## src/rtl/vas_pkg.sv

```systemverilog
// Shared types and constants for the voice activity segmenter.
// Used by every module in rtl/; depends on nothing else.
`timescale 1ns / 1ps
`default_nettype none

package vas_pkg;

	// Configuration port layout
	localparam int CFG_IDX_BITS  = 3;
	localparam int CFG_DATA_BITS = 32;

	// Register indexes, in the order of the register map
	localparam logic [CFG_IDX_BITS-1:0] REG_SPEECH_THRESHOLD  = 3'd0;
	localparam logic [CFG_IDX_BITS-1:0] REG_WINDOW_SAMPLES    = 3'd1;
	localparam logic [CFG_IDX_BITS-1:0] REG_MIN_SILENCE_LEN   = 3'd2;
	localparam logic [CFG_IDX_BITS-1:0] REG_MIN_SPEECH_LEN    = 3'd3;
	localparam logic [CFG_IDX_BITS-1:0] REG_MAX_SPEECH_LEN    = 3'd4;
	localparam logic [CFG_IDX_BITS-1:0] REG_SPLIT_SILENCE_LEN = 3'd5;

	// Fixed field widths
	localparam int WIN_BITS   = 16;
	localparam int LEN_BITS   = 32;
	localparam int TOTAL_BITS = 32;

	// Result queue sizing
	localparam int OUTQ_DEPTH    = 4;
	localparam int OUTQ_PTR_BITS = 2;
	localparam int OUTQ_CNT_BITS = 3;

	// Window size and length limits, all in samples
	typedef struct packed {
		logic [WIN_BITS-1:0] window_samples;
		logic [LEN_BITS-1:0] min_silence_len;
		logic [LEN_BITS-1:0] min_speech_len;
		logic [LEN_BITS-1:0] max_speech_len;
		logic [LEN_BITS-1:0] split_silence_len;
	} vas_len_cfg_t;

endpackage

`default_nettype wire

```

## src/rtl/vas_cfg.sv

```systemverilog
// Configuration register file of the voice activity segmenter.
// Depends on vas_pkg for register indexes and the length settings struct.
`timescale 1ns / 1ps
`default_nettype none

module vas_cfg #(
	parameter int PROB_BITS = 16
) (
	input  wire logic                                 clk,
	input  wire logic                                 arst_n,
	input  wire logic                                 cfg_valid,
	output logic                                      cfg_ready,
	input  wire logic [vas_pkg::CFG_IDX_BITS-1:0]     cfg_index,
	input  wire logic [vas_pkg::CFG_DATA_BITS-1:0]    cfg_data,
	output logic [PROB_BITS-1:0]                      threshold,
	output vas_pkg::vas_len_cfg_t                     lens
);

	localparam logic [31:0] THR_RESET_W = 32'd32768;

	logic [PROB_BITS-1:0]  threshold_q;
	vas_pkg::vas_len_cfg_t lens_q;

	// Writes are always taken; the user must send them only while the block is idle.
	assign cfg_ready = 1'b1;

	// Register writes, reset to the documented defaults
	always_ff @(posedge clk or negedge arst_n) begin
		if (!arst_n) begin
			threshold_q              <= THR_RESET_W[PROB_BITS-1:0];
			lens_q.window_samples    <= 16'd512;
			lens_q.min_silence_len   <= 32'd1600;
			lens_q.min_speech_len    <= 32'd4000;
			lens_q.max_speech_len    <= 32'hFFFF_FFFF;
			lens_q.split_silence_len <= 32'd1568;
		end else if (cfg_valid && cfg_ready) begin
			case (cfg_index)
				vas_pkg::REG_SPEECH_THRESHOLD: begin
					threshold_q <= cfg_data[PROB_BITS-1:0];
				end
				vas_pkg::REG_WINDOW_SAMPLES: begin
					lens_q.window_samples <= cfg_data[vas_pkg::WIN_BITS-1:0];
				end
				vas_pkg::REG_MIN_SILENCE_LEN: begin
					lens_q.min_silence_len <= cfg_data[vas_pkg::LEN_BITS-1:0];
				end
				vas_pkg::REG_MIN_SPEECH_LEN: begin
					lens_q.min_speech_len <= cfg_data[vas_pkg::LEN_BITS-1:0];
				end
				vas_pkg::REG_MAX_SPEECH_LEN: begin
					lens_q.max_speech_len <= cfg_data[vas_pkg::LEN_BITS-1:0];
				end
				vas_pkg::REG_SPLIT_SILENCE_LEN: begin
					lens_q.split_silence_len <= cfg_data[vas_pkg::LEN_BITS-1:0];
				end
				default: begin
				end
			endcase
		end
	end

	assign threshold = threshold_q;
	assign lens      = lens_q;

endmodule

`default_nettype wire

```

## src/rtl/vas_seg.sv

```systemverilog
// Segment decision logic: input register, segment state and the per-window update.
// Depends on vas_pkg for the length settings struct and field widths.
`timescale 1ns / 1ps
`default_nettype none

module vas_seg #(
	parameter int COUNT_BITS = 32,
	parameter int PROB_BITS  = 16
) (
	input  wire logic                                clk,
	input  wire logic                                arst_n,
	input  wire logic                                take,
	input  wire logic                                kind,
	input  wire logic [PROB_BITS-1:0]                win_prob,
	input  wire logic [vas_pkg::TOTAL_BITS-1:0]      total_samples,
	input  wire logic [PROB_BITS-1:0]                threshold,
	input  wire vas_pkg::vas_len_cfg_t               lens,
	output logic                                     busy,
	output logic                                     res_valid,
	output logic [COUNT_BITS-1:0]                    res_start,
	output logic [COUNT_BITS-1:0]                    res_end
);

	// Width used to compare positions against the 32-bit length settings
	localparam int LW = (COUNT_BITS > vas_pkg::LEN_BITS) ? COUNT_BITS : vas_pkg::LEN_BITS;
	// Hysteresis of 0.15, rounded, as a fraction of full scale
	localparam longint unsigned HYST_INT = (15 * (64'd1 << PROB_BITS) + 50) / 100;
	localparam logic [PROB_BITS:0] HYST = (PROB_BITS + 1)'(HYST_INT);

	// Input register
	logic                           valid_s1;
	logic                           kind_s1;
	logic [PROB_BITS-1:0]           prob_s1;
	logic [vas_pkg::TOTAL_BITS-1:0] total_s1;

	// Segment state
	logic                  speaking_q;
	logic [COUNT_BITS-1:0] pos_q;
	logic [COUNT_BITS-1:0] sil_q;
	logic [COUNT_BITS-1:0] cend_q;
	logic [COUNT_BITS-1:0] cstart_q;
	logic [COUNT_BITS-1:0] ostart_q;

	// Next-state values
	logic                  speaking_d;
	logic [COUNT_BITS-1:0] pos_d;
	logic [COUNT_BITS-1:0] sil_d;
	logic [COUNT_BITS-1:0] cend_d;
	logic [COUNT_BITS-1:0] cstart_d;
	logic [COUNT_BITS-1:0] ostart_d;

	// Window arithmetic
	logic [COUNT_BITS-1:0] pos_adv;
	logic [COUNT_BITS-1:0] seg_len;
	logic [COUNT_BITS-1:0] sil_eff;
	logic [COUNT_BITS-1:0] sil_dur;
	logic [COUNT_BITS-1:0] speech_len;
	logic                  is_speech;
	logic                  is_quiet;
	logic                  over_max;
	logic                  emit;
	logic [COUNT_BITS-1:0] end_c;

	// Capture one item per accepted handshake
	always_ff @(posedge clk or negedge arst_n) begin
		if (!arst_n) begin
			valid_s1 <= 1'b0;
		end else begin
			valid_s1 <= take;
		end
	end

	always_ff @(posedge clk) begin
		if (take) begin
			kind_s1  <= kind;
			prob_s1  <= win_prob;
			total_s1 <= total_samples;
		end
	end

	// Position after this window; the window itself starts at the old position.
	assign pos_adv    = pos_q + COUNT_BITS'(lens.window_samples);
	assign seg_len    = pos_adv - ostart_q;
	assign sil_eff    = (sil_q == '0) ? pos_adv : sil_q;
	assign sil_dur    = pos_adv - sil_eff;
	assign speech_len = sil_eff - ostart_q;
	assign is_speech  = prob_s1 >= threshold;
	// Below threshold minus hysteresis; never true when that difference is negative
	assign is_quiet   = ({1'b0, prob_s1} + HYST) < {1'b0, threshold};
	assign over_max   = LW'(seg_len) > LW'(lens.max_speech_len);

	// Per-item state update and result decision
	always_comb begin
		speaking_d = speaking_q;
		pos_d      = pos_q;
		sil_d      = sil_q;
		cend_d     = cend_q;
		cstart_d   = cstart_q;
		ostart_d   = ostart_q;
		emit       = 1'b0;
		end_c      = pos_adv;
		if (kind_s1) begin
			// Flush: close an open segment at the stream length, then clear all
			emit       = speaking_q;
			end_c      = COUNT_BITS'(total_s1);
			speaking_d = 1'b0;
			pos_d      = '0;
			sil_d      = '0;
			cend_d     = '0;
			cstart_d   = '0;
			ostart_d   = '0;
		end else begin
			pos_d = pos_adv;
			if (is_speech) begin
				if (sil_q != '0) begin
					sil_d = '0;
					if (cstart_q < cend_q) begin
						cstart_d = pos_q;
					end
				end
				if (!speaking_q) begin
					speaking_d = 1'b1;
					ostart_d   = pos_q;
				end
			end else if (speaking_q && over_max) begin
				// Too long: split at the remembered silence, or cut here
				emit       = 1'b1;
				speaking_d = 1'b0;
				ostart_d   = '0;
				cend_d     = '0;
				cstart_d   = '0;
				sil_d      = '0;
				if (cend_q != '0) begin
					end_c = cend_q;
					if (!(cstart_q < cend_q)) begin
						speaking_d = 1'b1;
						ostart_d   = cstart_q;
					end
				end
			end else if (is_quiet && speaking_q) begin
				sil_d = sil_eff;
				if (LW'(sil_dur) > LW'(lens.split_silence_len)) begin
					cend_d = sil_eff;
				end
				if ((LW'(sil_dur) >= LW'(lens.min_silence_len)) &&
				    (LW'(speech_len) > LW'(lens.min_speech_len))) begin
					emit       = 1'b1;
					end_c      = sil_eff;
					speaking_d = 1'b0;
					ostart_d   = '0;
					cend_d     = '0;
					cstart_d   = '0;
					sil_d      = '0;
				end
			end
		end
	end

	// State registers
	always_ff @(posedge clk or negedge arst_n) begin
		if (!arst_n) begin
			speaking_q <= 1'b0;
			pos_q      <= '0;
			sil_q      <= '0;
			cend_q     <= '0;
			cstart_q   <= '0;
			ostart_q   <= '0;
		end else if (valid_s1) begin
			speaking_q <= speaking_d;
			pos_q      <= pos_d;
			sil_q      <= sil_d;
			cend_q     <= cend_d;
			cstart_q   <= cstart_d;
			ostart_q   <= ostart_d;
		end
	end

	assign busy      = valid_s1;
	assign res_valid = valid_s1 && emit;
	assign res_start = ostart_q;
	assign res_end   = end_c;

	// A flush always leaves the block idle at position zero.
	a_flush_clears: assert property (@(posedge clk) disable iff (!arst_n)
		(valid_s1 && kind_s1) |=> (!speaking_q && (pos_q == '0) && (sil_q == '0)))
		else $error("state not cleared after flush");

	// Every result closes or splits a segment that was open.
	a_emit_open: assert property (@(posedge clk) disable iff (!arst_n)
		res_valid |-> speaking_q)
		else $error("result without an open segment");

	// With no segment open, no segment start is remembered.
	a_idle_no_start: assert property (@(posedge clk) disable iff (!arst_n)
		!speaking_q |-> (ostart_q == '0))
		else $error("segment start held while idle");

endmodule

`default_nettype wire

```

## src/rtl/vas_outq.sv

```systemverilog
// Result queue: a small register ring that holds finished segments for the receiver.
// Depends on vas_pkg for the queue depth and pointer widths.
`timescale 1ns / 1ps
`default_nettype none

module vas_outq #(
	parameter int COUNT_BITS = 32
) (
	input  wire logic                                clk,
	input  wire logic                                arst_n,
	input  wire logic                                push,
	input  wire logic [COUNT_BITS-1:0]               push_start,
	input  wire logic [COUNT_BITS-1:0]               push_end,
	output logic                                     out_valid,
	input  wire logic                                out_stall,
	output logic [COUNT_BITS-1:0]                    segment_start,
	output logic [COUNT_BITS-1:0]                    segment_end,
	output logic [vas_pkg::OUTQ_CNT_BITS-1:0]        count
);

	logic [COUNT_BITS-1:0]              start_q [vas_pkg::OUTQ_DEPTH];
	logic [COUNT_BITS-1:0]              end_q   [vas_pkg::OUTQ_DEPTH];
	logic [vas_pkg::OUTQ_PTR_BITS-1:0]  wr_ptr_q;
	logic [vas_pkg::OUTQ_PTR_BITS-1:0]  rd_ptr_q;
	logic [vas_pkg::OUTQ_CNT_BITS-1:0]  count_q;
	logic                               pop;

	assign out_valid = count_q != '0;
	assign pop       = out_valid && !out_stall;

	// Entry storage
	always_ff @(posedge clk) begin
		if (push) begin
			start_q[wr_ptr_q] <= push_start;
			end_q[wr_ptr_q]   <= push_end;
		end
	end

	// Pointers and fill count
	always_ff @(posedge clk or negedge arst_n) begin
		if (!arst_n) begin
			wr_ptr_q <= '0;
			rd_ptr_q <= '0;
			count_q  <= '0;
		end else begin
			if (push) begin
				wr_ptr_q <= wr_ptr_q + 1'b1;
			end
			if (pop) begin
				rd_ptr_q <= rd_ptr_q + 1'b1;
			end
			if (push && !pop) begin
				count_q <= count_q + 1'b1;
			end else if (pop && !push) begin
				count_q <= count_q - 1'b1;
			end
		end
	end

	assign segment_start = start_q[rd_ptr_q];
	assign segment_end   = end_q[rd_ptr_q];
	assign count         = count_q;

	// The input stall must keep the ring from ever being written when full.
	a_no_overflow: assert property (@(posedge clk) disable iff (!arst_n)
		push |-> ((count_q < vas_pkg::OUTQ_CNT_BITS'(vas_pkg::OUTQ_DEPTH)) || pop))
		else $error("result queue overflow");

	// Fill count and pointers agree on an empty ring.
	a_count_ptrs: assert property (@(posedge clk) disable iff (!arst_n)
		(count_q == '0) |-> (wr_ptr_q == rd_ptr_q))
		else $error("result queue pointers out of step");

	// The fill count never exceeds the ring depth.
	a_count_bound: assert property (@(posedge clk) disable iff (!arst_n)
		count_q <= vas_pkg::OUTQ_CNT_BITS'(vas_pkg::OUTQ_DEPTH))
		else $error("result queue count beyond depth");

endmodule

`default_nettype wire

```

## src/rtl/voice_activity_segmenter.sv

```systemverilog
// Voice activity segmenter: turns per-window speech probabilities into segments.
// Channels: the input item carries kind, win_prob and total_samples and is
// accepted when in_valid is high and in_stall is low. A kind of zero is one
// window probability; a kind of one flushes the stream, closing an open segment
// at total_samples and clearing all state. Each item gives zero or one result,
// segment_start and segment_end, taken when out_valid is high and out_stall low.
// Configuration uses cfg_valid/cfg_ready with cfg_index and cfg_data; the user
// must see that it is written only while the block is idle, which the block
// does not enforce. cfg_ready is always high. Timing: one item per cycle while
// in_stall is low. An accepted item is registered and updates the segment
// state on the next edge; if it ends a segment, the result enters the queue
// at that same edge, and out_valid is driven from the queue's fill count.
// Results wait in a four-entry queue; in_stall rises only when that queue plus
// the item in flight could overflow, so a stalled receiver holds up the input
// once the pending results and the item in flight reach four. Reset loads the
// default settings, clears the segment state and empties the queue.
// Depends on vas_pkg, vas_cfg, vas_seg and vas_outq.
`timescale 1ns / 1ps
`default_nettype none

module voice_activity_segmenter #(
	parameter int COUNT_BITS = 32,
	parameter int PROB_BITS  = 16
) (
	input  wire logic                                clk,
	input  wire logic                                arst_n,
	input  wire logic                                in_valid,
	output logic                                     in_stall,
	input  wire logic                                kind,
	input  wire logic [PROB_BITS-1:0]                win_prob,
	input  wire logic [vas_pkg::TOTAL_BITS-1:0]      total_samples,
	output logic                                     out_valid,
	input  wire logic                                out_stall,
	output logic [COUNT_BITS-1:0]                    segment_start,
	output logic [COUNT_BITS-1:0]                    segment_end,
	input  wire logic                                cfg_valid,
	output logic                                     cfg_ready,
	input  wire logic [vas_pkg::CFG_IDX_BITS-1:0]    cfg_index,
	input  wire logic [vas_pkg::CFG_DATA_BITS-1:0]   cfg_data
);

	logic [PROB_BITS-1:0]               threshold;
	vas_pkg::vas_len_cfg_t              lens;
	logic                               busy;
	logic                               res_valid;
	logic [COUNT_BITS-1:0]              res_start;
	logic [COUNT_BITS-1:0]              res_end;
	logic [vas_pkg::OUTQ_CNT_BITS-1:0]  q_count;
	logic [vas_pkg::OUTQ_CNT_BITS-1:0]  q_claim;
	logic                               take;

	// Room is needed for the queued results, the item in flight and this one.
	assign q_claim  = q_count + vas_pkg::OUTQ_CNT_BITS'(busy);
	assign in_stall = q_claim >= vas_pkg::OUTQ_CNT_BITS'(vas_pkg::OUTQ_DEPTH);
	assign take     = in_valid && !in_stall;

	vas_cfg #(
		.PROB_BITS (PROB_BITS)
	) u_cfg (
		.clk       (clk),
		.arst_n    (arst_n),
		.cfg_valid (cfg_valid),
		.cfg_ready (cfg_ready),
		.cfg_index (cfg_index),
		.cfg_data  (cfg_data),
		.threshold (threshold),
		.lens      (lens)
	);

	vas_seg #(
		.COUNT_BITS (COUNT_BITS),
		.PROB_BITS  (PROB_BITS)
	) u_seg (
		.clk           (clk),
		.arst_n        (arst_n),
		.take          (take),
		.kind          (kind),
		.win_prob      (win_prob),
		.total_samples (total_samples),
		.threshold     (threshold),
		.lens          (lens),
		.busy          (busy),
		.res_valid     (res_valid),
		.res_start     (res_start),
		.res_end       (res_end)
	);

	vas_outq #(
		.COUNT_BITS (COUNT_BITS)
	) u_outq (
		.clk           (clk),
		.arst_n        (arst_n),
		.push          (res_valid),
		.push_start    (res_start),
		.push_end      (res_end),
		.out_valid     (out_valid),
		.out_stall     (out_stall),
		.segment_start (segment_start),
		.segment_end   (segment_end),
		.count         (q_count)
	);

endmodule

`default_nettype wire
```

## config.mk

```make
export PLATFORM = sky130hd
export DESIGN_NAME = voice_activity_segmenter
export DESIGN_NICKNAME = d
export VERILOG_FILES = /design/src/rtl/vas_pkg.sv /design/src/rtl/vas_cfg.sv /design/src/rtl/vas_seg.sv /design/src/rtl/vas_outq.sv /design/src/rtl/voice_activity_segmenter.sv
export SDC_FILE = /design/constraint.sdc
export NUM_CORES = 1
export LEC_CHECK = 0
export BUFFER_PORTS_ARGS = -buffer_cell sky130_fd_sc_hd__buf_2
export CAP_MARGIN = 20
export CORE_UTILIZATION = 58
export DETAILED_ROUTE_END_ITERATION = 7
export HOLD_SLACK_MARGIN = 0.06
export PLACE_DENSITY = 0.76
export SYNTH_ARGS = -nofsm -noshare
export SYNTH_HDL_FRONTEND = slang
export SYNTH_SLANG_ARGS = --single-unit
```

## constraint.sdc

```tcl
create_clock -name clk -period 14 [get_ports clk]
set_clock_uncertainty 0.15 [all_clocks]
set_input_delay 1.4 -clock clk [delete_from_list [all_inputs] [get_ports clk]]
set_output_delay 1.4 -clock clk [all_outputs]
set_load 0.01 [all_outputs]
```

Word level (Yosys, flattened, before mapping) --
Memories as Yosys holds them, arrays and structs flattened. Cells that the tools add are included.
Storage, ports and cells: flip-flop bits (word level) 378, bits in writable memories 256, input bits 89, output and inout bits 67, logic and storage cells 130, memories 2
Operators by class: add/sub/neg operators 10, order comparisons 8, equality and inequality tests 9, mux-type cells 49, reductions and logical operators 33
Memories:
- u_outq.end_q | depth 4, bits a word 32, read ports 1, clocked after memory_dff 0, wr ports 1, RTL line vas_outq.sv:22 | logic [COUNT_BITS-1:0] end_q [vas_pkg::OUTQ_DEPTH];
- u_outq.start_q | depth 4, bits a word 32, read ports 1, clocked after memory_dff 0, wr ports 1, RTL line vas_outq.sv:21 | logic [COUNT_BITS-1:0] start_q [vas_pkg::OUTQ_DEPTH];
Operators by type and width (count):
- $mux 32 | 33
- $gt 32x32->1 | 3
- $sub 32x32->32 | 3
- $reduce_bool 32->1 | 2
- $add 32x16->32 | 1
- $ge 32x32->1 | 1
- $logic_not 32->1 | 1
- $lt 32x32->1 | 1
- $add 16x14->17 const B | 1
- $lt 17x16->1 | 1
- $ge 16x16->1 | 1
- $mux 1 | 14
- $reduce_and 2->1 | 6
- $reduce_bool 4->1 | 3
- $ne 3x2->1 const B | 3
- $logic_and 1x1->1 | 8
- $reduce_and 4->1 | 2
- $eq 3x2->1 const B | 2
- $eq 3x3->1 const B | 2
- $mux 3 | 2
- $reduce_and 3->1 | 2
- $reduce_bool 3->1 | 2
- $reduce_and 5->1 | 1
- $add 2x1->2 const B | 2
- 9 further kinds | 12

Longest topological paths before layout --
Gate-level depths: netlist of run 1.
depth in word-level cells 15, gate-level depth with buffers 41, gate-level depth less buffers 41

Modules after synthesis --
Synthesis of run 1 repeated with hierarchy kept, for this count alone.
Unflattened totals: cell total of the unflattened synthesis 3070, area, all modules 35835.6 sq um
By module, submodules not included:
- vas_seg | instances 1, cells an instance 2351, area each 20081.8 sq um, sequential area each 5525.3 sq um
- vas_outq | instances 1, cells an instance 368, area each 9631.7 sq um, sequential area each 7862.5 sq um
- vas_cfg | instances 1, cells an instance 346, area each 6083.3 sq um, sequential area each 4061.4 sq um
- voice_activity_segmenter | instances 1, cells an instance 5, area each 38.8 sq um, sequential area each 0.0 sq um

Worst setup path before layout of run 1 --
Ideal clock, no wire load.
path kind reg2reg, start point register u_seg.pos_q[0], end point memory u_outq.end_q[0][0] (enable), setup time 0.429 ns, arrival time 8.031 ns, data required time 13.421 ns, slack 5.391 ns, stages on the path, launching flop included 33, buffers on the path 1, period minus slack after synthesis 8.609 ns, cell sequence dfrtp_1 > ha_1 > inv_1 > fa_1 > nand2b_1 > a21oi_1 > o21ai_0 > o21ai_0 > a21o_1 > a21oi_1 > xnor2_1 > ha_1 > clkbuf_1 > nand4_1 > a2111oi_0 > o31a_1 > o21ai_0 > o311a_1 > maj3_1 > a21o_1 > a21oi_2 > mux2i_1 > o2111ai_1 > ha_1 > and4_1 > nand3_1 > nor4_1 > o21ai_0 > a31oi_1 > o21a_1 > a31oi_1 > o21ai_1 > and2_1
Between the ends: word-level cells in the longest chain between the ends 13, elaborated cells on any way between the ends 18, classes of those cells 4 x add/sub; 3 x order compare; 8 x mux; 3 x reduce/logical
Ends and longest elaborated chain:
- start, declared | RTL line vas_seg.sv:38 | logic [COUNT_BITS-1:0] pos_q;
- start signal, assigned | RTL line vas_seg.sv:170 | pos_q <= pos_d;
- $add 32x16->32 (*) | RTL line vas_seg.sv:82 | assign pos_adv = pos_q + COUNT_BITS'(lens.window_samples);
- $mux 32 | RTL line vas_seg.sv:84 | assign sil_eff = (sil_q == '0) ? pos_adv : sil_q;
- $sub 32x32->32, on equally long branches | RTL line vas_seg.sv:85, vas_seg.sv:86
- $ge 32x32->1 or $gt 32x32->1 (tied branches) | RTL line vas_seg.sv:145, vas_seg.sv:146
- $logic_and 1x1->1 | RTL line vas_seg.sv:145 | if ((LW'(sil_dur) >= LW'(lens.min_silence_len)) &&
- $mux 1 | RTL line vas_seg.sv:145
- $mux 1 | RTL line vas_seg.sv:140 | end else if (is_quiet && speaking_q) begin
- $mux 1 (*) | RTL line vas_seg.sv:125 | end else if (speaking_q && over_max) begin
- $mux 1 (*) | RTL line vas_seg.sv:114 | if (is_speech) begin
- $mux 1 (*) | RTL line vas_seg.sv:102 | if (kind_s1) begin
- $logic_and 1x1->1 (*) | RTL line vas_seg.sv:179 | assign res_valid = valid_s1 && emit;
- net res_valid | RTL line voice_activity_segmenter.sv:45 | logic res_valid;
- $mux 1 (*) | RTL line vas_outq.sv:33 | if (push) begin
- $mux 1 (not written as such) (*) | RTL line vas_outq.sv:35 | end_q[wr_ptr_q] <= push_end;
- end, declared | RTL line vas_outq.sv:22
The timed path passes the listed nets; every way through them passes the cells marked *.

Worst setup path in the final report of run 1 --
start point register u_seg.pos_q[0], end point memory u_outq.end_q[1][0] (enable)
Same word-level chain as after synthesis.

==> results_dict.tcl, run 1 <==
set metrics [dict create \
    max-slew-margin-rel_pct 22.7 \
    crit_path_end_kind "flop" \
    critPathSlowestCell "a2111oi_0" \
    synthSimpleGateAreaFrac_pct 8.04 \
    gp_congestion 0.956 \
    clk_pin_slew_worst_paths_ns 0.06 \
    fp.dieH_um 249 \
    via_count 25600 \
    synthesis.nets 3453 \
    antenna_found_initial 1 \
    finalCriticalPeriod_ns 10.70 \
    synth_edf_count 305 \
    start_util_pct 58.7 \
    wire_per_inst_um 24.9 \
    worstSkewPairLatency_ns 0.63 \
    rows 90 \
    fin_crit_sh_pct 76.4 \
    die-area_sq_um 62000 \
    clk_path_buf_depth 3 \
    r2r_start "u_seg.pos_q[0]$_DFFE_PN0P_" \
    cts_buffers 68 \
    tns_ns 0 \
    ys.flop_type "edfxtp_1" \
    status "finished clean" \
    drtAntennaViolNets 0 \
    maxCapViolCount 0 \
    grt_start_max_net_pins 102 \
    cts_tree "built" \
    overflow 0 \
    cp.required_ns 14.10 \
    synth-compound-area-share_pct 16.1 \
    synth_top_family_by_area "compound AO/OA/AOI/OAI gates" \
    synth.distinct_cells 103 \
    nets 3599 \
    dpl.hpwl_um 74200 \
    finalHoldViolations 0 \
    hp-start "u_cfg.lens[65]$_DFFE_PN0P_" \
    synth_fa_ha_area_share_pct 10.9 \
    die_w_um 249 \
    synth-xor-area-share_pct 3.69 \
    worstPathArrival_ns 10.79 \
    ios 156 \
    cp-start-kind "flop" \
    yosysSeqAreaShare_pct 49.3 \
    clock_sinks 634 \
    hold_end "u_cfg.lens[65]$_DFFE_PN0P_" \
    yosys-mux-area-fraction_pct 7.54 \
    core_sq_um 60400 \
    vias_per_cell 6.33 \
    syn_avg_cell_area_sq_um 11.6 \
    drive_above_1_share_pct 17.1 \
    drcViolationCount 0 \
    synth_area_sq_um 35400 \
    path_common_cell "o21ai_0" \
    drtIter0Drc 2399 \
    rsz0062_at_grt "no" \
    port_buffers 154 \
    ctsResizeCount 0 \
    ctsHoldBuffers 0 \
    fmax_mhz 93.5 \
    cts-htree-levels 3 \
    crit_buf_inv 2 \
    drtPass1Iterations 5 \
    r2r_slack_ns 3.30 \
    hold_class "reg2reg" \
    reg2reg_to "u_outq.end_q[1][0]$_DFFE_PP_" \
    wirelength_um 101000 \
    setup_violations 0 \
    syn2layout_area_growth_pct 11.2 \
    root_buffer "clkbuf_16" \
    post_cts_buffers 0 \
    ys_async_sr_fraction_pct 51.9 \
    mostFrequentLayoutCell "edfxtp_1" \
    worst-r2r-cell-count 32 \
    yosys_register_bits 634 \
    crit_family "compound AO/OA/AOI/OAI gates" \
    fin_ws_ns 3.30 \
    dp_slack_ns 3.48 \
    min_delay_path_depth 1 \
    dpl.cell_count 3918 \
    yosys_warnings 0 \
    instances_no_fill 4048 \
    crit_path_max_incr_delay_ns 0.94 \
    grtUsageTotal_pct 32.6 \
    final_cell_mix "edfxtp_1, inv_1, ha_1" \
    worst_pin_slew_ns 1.13 \
    worstPathMaxFanout 64 \
    synth_cells 3064 \
    grt_pass1_wl_um 153000 \
    worstSetupPathType "reg2reg" \
    grt_pass1_vias 25800 \
    slew_violations 0 \
]
## flip-flops by register name, summed over array words and instances, names as in the netlist
signal and flops:
u_cfg.lens 144, u_outq.end_q 128, u_outq.start_q 128, u_seg.cend_q 32
u_seg.cstart_q 32, u_seg.pos_q 32, u_seg.res_start 32, u_seg.sil_q 32
u_seg.total_s1 32, u_cfg.threshold 16, u_seg.prob_s1 16, u_outq.count 3
u_outq.rd_ptr_q 2, u_outq.wr_ptr_q 2, u_seg.busy 1, u_seg.kind_s1 1
u_seg.speaking_q 1
## area by class of cell
class                           count  area [sq um]
Fill cell                        4616         21000
Sequential cell                   634         17500
Multi-Input combinational cell   2018         16500
Clock buffer                       87          1850
Timing Repair Buffer              190          1120
Inverter                          298          1120
Tap cell                          782           978
Clock inverter                     38           392
Antenna cell                        1          2.50
## cells by family after synthesis
| logic type | count (synthesis) |
|---|---|
| XOR/XNOR | 141 |
| AND/OR/NAND/NOR | 565 |
| AO/OA/AOI/OAI | 828 |
| multiplexers | 176 |
| other | 1 |
| flip-flops | 634 |
| buffers and inverters | 412 |
| adder cells (fa/ha/maj) | 307 |
## per-layer routing
layer	part of all wire [%]	up-vias	GRT usage (%)	routed length [um]
li1	-	11600	-	-
met1	44	12800	47.6	44700
met2	45	1063	50.2	45200
met3	7.2	173	4.74	7290
met4	3.5	0	11.2	3470
met5	0	-	0	0
## synth_stat cells, types with 10 or more instances
master | instances | area (sq um)
a21o_1 | 95 | 713
a21oi_1 | 165 | 826
a221o_1 | 33 | 330
a22o_1 | 73 | 639
a22oi_1 | 33 | 248
a31oi_1 | 15 | 93.8
and2_1 | 20 | 125
buf_1 | 15 | 56.3
buf_2 | 11 | 55.1
clkbuf_1 | 87 | 327
dfrtp_1 | 283 | 7080
dfstp_2 | 46 | 1210
edfxtp_1 | 305 | 9160
ha_1 | 295 | 3690
inv_1 | 297 | 1110
mux2_2 | 86 | 968
mux2i_1 | 26 | 260
mux4_2 | 64 | 1440
nand2_1 | 204 | 766
nand2b_1 | 27 | 169
nand3_1 | 34 | 170
nand4_1 | 41 | 257
nor2_1 | 95 | 357
nor2b_1 | 25 | 156
nor3_1 | 33 | 165
nor4_1 | 23 | 144
o21a_1 | 36 | 270
o21ai_0 | 185 | 926
o21ai_1 | 10 | 50.1
o21bai_1 | 12 | 90.1
o22ai_1 | 34 | 213
o2bb2ai_1 | 37 | 324
o31ai_1 | 10 | 75.1
xnor2_1 | 104 | 911
xor2_1 | 33 | 289
## how the worst max path moves through the flow
stage	start	to	slack [ns]	depth (start not counted)
CTS	u_seg.pos_q[0]$_DFFE_PN0P_	u_outq.end_q[1][4]$_DFFE_PP_	3.43	32
global route	u_seg.pos_q[0]$_DFFE_PN0P_	u_outq.end_q[1][4]$_DFFE_PP_	2.87	32
global placement	u_seg.pos_q[0]$_DFFE_PN0P_	u_outq.start_q[0][2]$_DFFE_PP_	3.54	32
finish	u_seg.pos_q[0]$_DFFE_PN0P_	u_outq.end_q[1][0]$_DFFE_PP_	3.30	32
floorplan	u_seg.pos_q[0]$_DFFE_PN0P_	u_outq.end_q[0][0]$_DFFE_PP_	5.39	32
detailed placement	u_seg.pos_q[0]$_DFFE_PN0P_	u_outq.start_q[1][4]$_DFFE_PP_	3.48	32
## metrics by stage
step | hold WS [ns] | util (%) | area, sq um
floorplan | 0.324 | - | 35400
global placement | 0.338 | 61.4 | 37000
detailed placement | 0.343 | 61.4 | 37000
CTS | 0.356 | 65.1 | 39300
global route | 0.372 | 65.2 | 39400
finish | 0.354 | 65.2 | 39400
Power of run 1 is left out: the tool's default activity adds up to more than one toggle a clock period on the data nets, which glitch-free logic cannot reach.
==> run 2: changes to the inputs <==
==> constraint.sdc (replaced) <==
create_clock -name clk -period 10.6 [get_ports clk]
set_clock_uncertainty 0.15 [all_clocks]
set_input_delay 1.06 -clock clk [delete_from_list [all_inputs] [get_ports clk]]
set_output_delay 1.06 -clock clk [all_outputs]
set_load 0.01 [all_outputs]
==> run 2 against run 1 <==
Maximum frequency up 7.1%. Global-route usage down 0.40 points. Register-to-register slack worse by 2.7 ns.
==> results_dict.tcl, run 2 (synthesized netlist as in run 1, its figures left out) <==
set metrics [dict create \
    status "finished clean" \
    crit_path_max_incr_delay_ns 0.73 \
    reg2reg_to "u_outq.end_q[1][1]$_DFFE_PP_" \
    finalHoldViolations 0 \
    fin_crit_sh_pct 94.2 \
    worst-r2r-cell-count 31 \
    via_count 25700 \
    final_cell_mix "edfxtp_1, inv_1, ha_1" \
    drive_above_1_share_pct 17.6 \
    die_w_um 249 \
    wl_met3_um 7600 \
    worstSkewPairLatency_ns 0.63 \
    max-slew-margin-rel_pct 25.3 \
    instances_no_fill 4062 \
    antenna_found_initial 1 \
    grt_start_max_net_pins 117 \
    fmax_mhz 100 \
    grtUsageTotal_pct 32.2 \
    drtAntennaViolNets 0 \
    core_sq_um 60400 \
    clock_sinks 634 \
    rsz0062_at_grt "no" \
    overflow 0 \
    worstSetupPathType "reg2reg" \
    rows 90 \
    post_cts_buffers 0 \
    dpl.cell_count 3934 \
    ios 156 \
    r2r_slack_ns 0.61 \
    wire_per_inst_um 24.5 \
    nets 3613 \
    hold_class "in2async" \
    seq_area_sq_um 17500 \
    wirelength_um 99500 \
    worstPathMaxFanout 7 \
    cts_tree "built" \
    cp-endpoint "u_outq.end_q[1][1]$_DFFE_PP_" \
    cp-start-kind "flop" \
    fill_cells 4518 \
    critPathSlowestCell "o221ai_1" \
    vias_per_cell 6.33 \
    dpl.hpwl_um 74500 \
    mostFrequentLayoutCell "edfxtp_1" \
    r2r_start "u_seg.pos_q[0]$_DFFE_PN0P_" \
    worstPathArrival_ns 10.15 \
    multi_input_area_sq_um 16500 \
    gp_congestion 0.981 \
    port_buffers 154 \
    tns_ns 0 \
    slew_violations 0 \
    wl_met2_um 44500 \
    cp.required_ns 10.76 \
    top_layer "met5" \
    drtPass1Iterations 6 \
    crit_path_end_kind "flop" \
    finalCriticalPeriod_ns 9.99 \
    setup_violations 0 \
    clk_path_buf_depth 3 \
    wl_met1_um 43700 \
    die-area_sq_um 62000 \
    drcViolationCount 0 \
    worst_pin_slew_ns 1.11 \
    maxCapViolCount 0 \
    startpoint "u_seg.pos_q[0]$_DFFE_PN0P_" \
    largest_reg_flops 144 \
    fp.dieH_um 249 \
    grt_pass1_wl_um 152000 \
    cts_buffers 69 \
    start_util_pct 58.7 \
    ctsHoldBuffers 0 \
    drtIter0Drc 2514 \
    ctsResizeCount 0 \
    cts-htree-levels 3 \
    root_buffer "clkbuf_16" \
    grt_pass1_vias 25900 \
    syn2layout_area_growth_pct 11.7 \
    clk_pin_slew_worst_paths_ns 0.06 \
]
[run 2: changes by cell type in the layout (fill, tap and decap cells not counted), moves of 3 or more]
| cell | change |
|---|---|
| clkbuf_8 | -4 |
| clkinv_4 | +4 |
| clkinv_2 | +4 |
| clkbuf_1 | +3 |
| buf_12 | +5 |
| buf_4 | +11 |
| clkinv_1 | -7 |
[run 2: per-stage QoR]
stage          utilization, %  hold slack [ns]  worst slack, ns  area [sq um]
5_1_grt                  65.5            0.370           0.0268         39500
6_report                 65.5            0.336            0.611         39500
4_1_cts                  65.4            0.355            0.234         39500
3_5_place_dp             61.7            0.343            0.270         37200
3_3_place_gp             61.7            0.337            0.296         37200
2_1_floorplan               -            0.324             1.99         35400
[run 2: area by class of cell]
type / instances / share of cell area, %
timing repair buffer: 203 / 3.11
multi-input combinational: 2018 / 41.7
clock inverter: 39 / 1.12
inverter: 298 / 2.83
clock buffer: 87 / 4.64
sequential: 634 / 44.1
antenna: 1 / 0.00633
tap: 782 / 2.47
[run 2: worst min-delay path by stage]
stage / cells after the start / slack, ns / end
2_1_floorplan: 0 / 0.32 / u_outq.start_q[0][17]$_DFFE_PP_
6_report: 1 / 0.34 / u_seg.res_start[27]$_DFFE_PN0P_
3_5_place_dp: 1 / 0.34 / u_cfg.lens[14]$_DFFE_PN0P_
4_1_cts: 1 / 0.36 / u_cfg.lens[14]$_DFFE_PN0P_
3_3_place_gp: 0 / 0.34 / u_outq.start_q[0][7]$_DFFE_PP_
5_1_grt: 1 / 0.37 / u_cfg.lens[17]$_DFFE_PN0P_
[run 2: metal layers]
metal | track usage (%) | vias up
met5 | 0 | -
met4 | 11.7 | 2
met3 | 5.65 | 172
met2 | 49.4 | 1053
met1 | 46.2 | 12800
li1 | - | 11700
[run 2: worst max-delay path: cells and delay by family, from the launching register on]
| kind | cells | cell delay [ns] |
|---|---|---|
| xor+xnor | 1 | 0.40 |
| simple gates | 8 | 2.45 |
| fa+ha+maj | 5 | 1.63 |
| mux | 1 | 0.22 |
| buf+inv | 1 | 0.07 |
| flops | 1 | 0.38 |
| compound gates | 15 | 4.33 |
Power of run 2 is left out for the same reason.
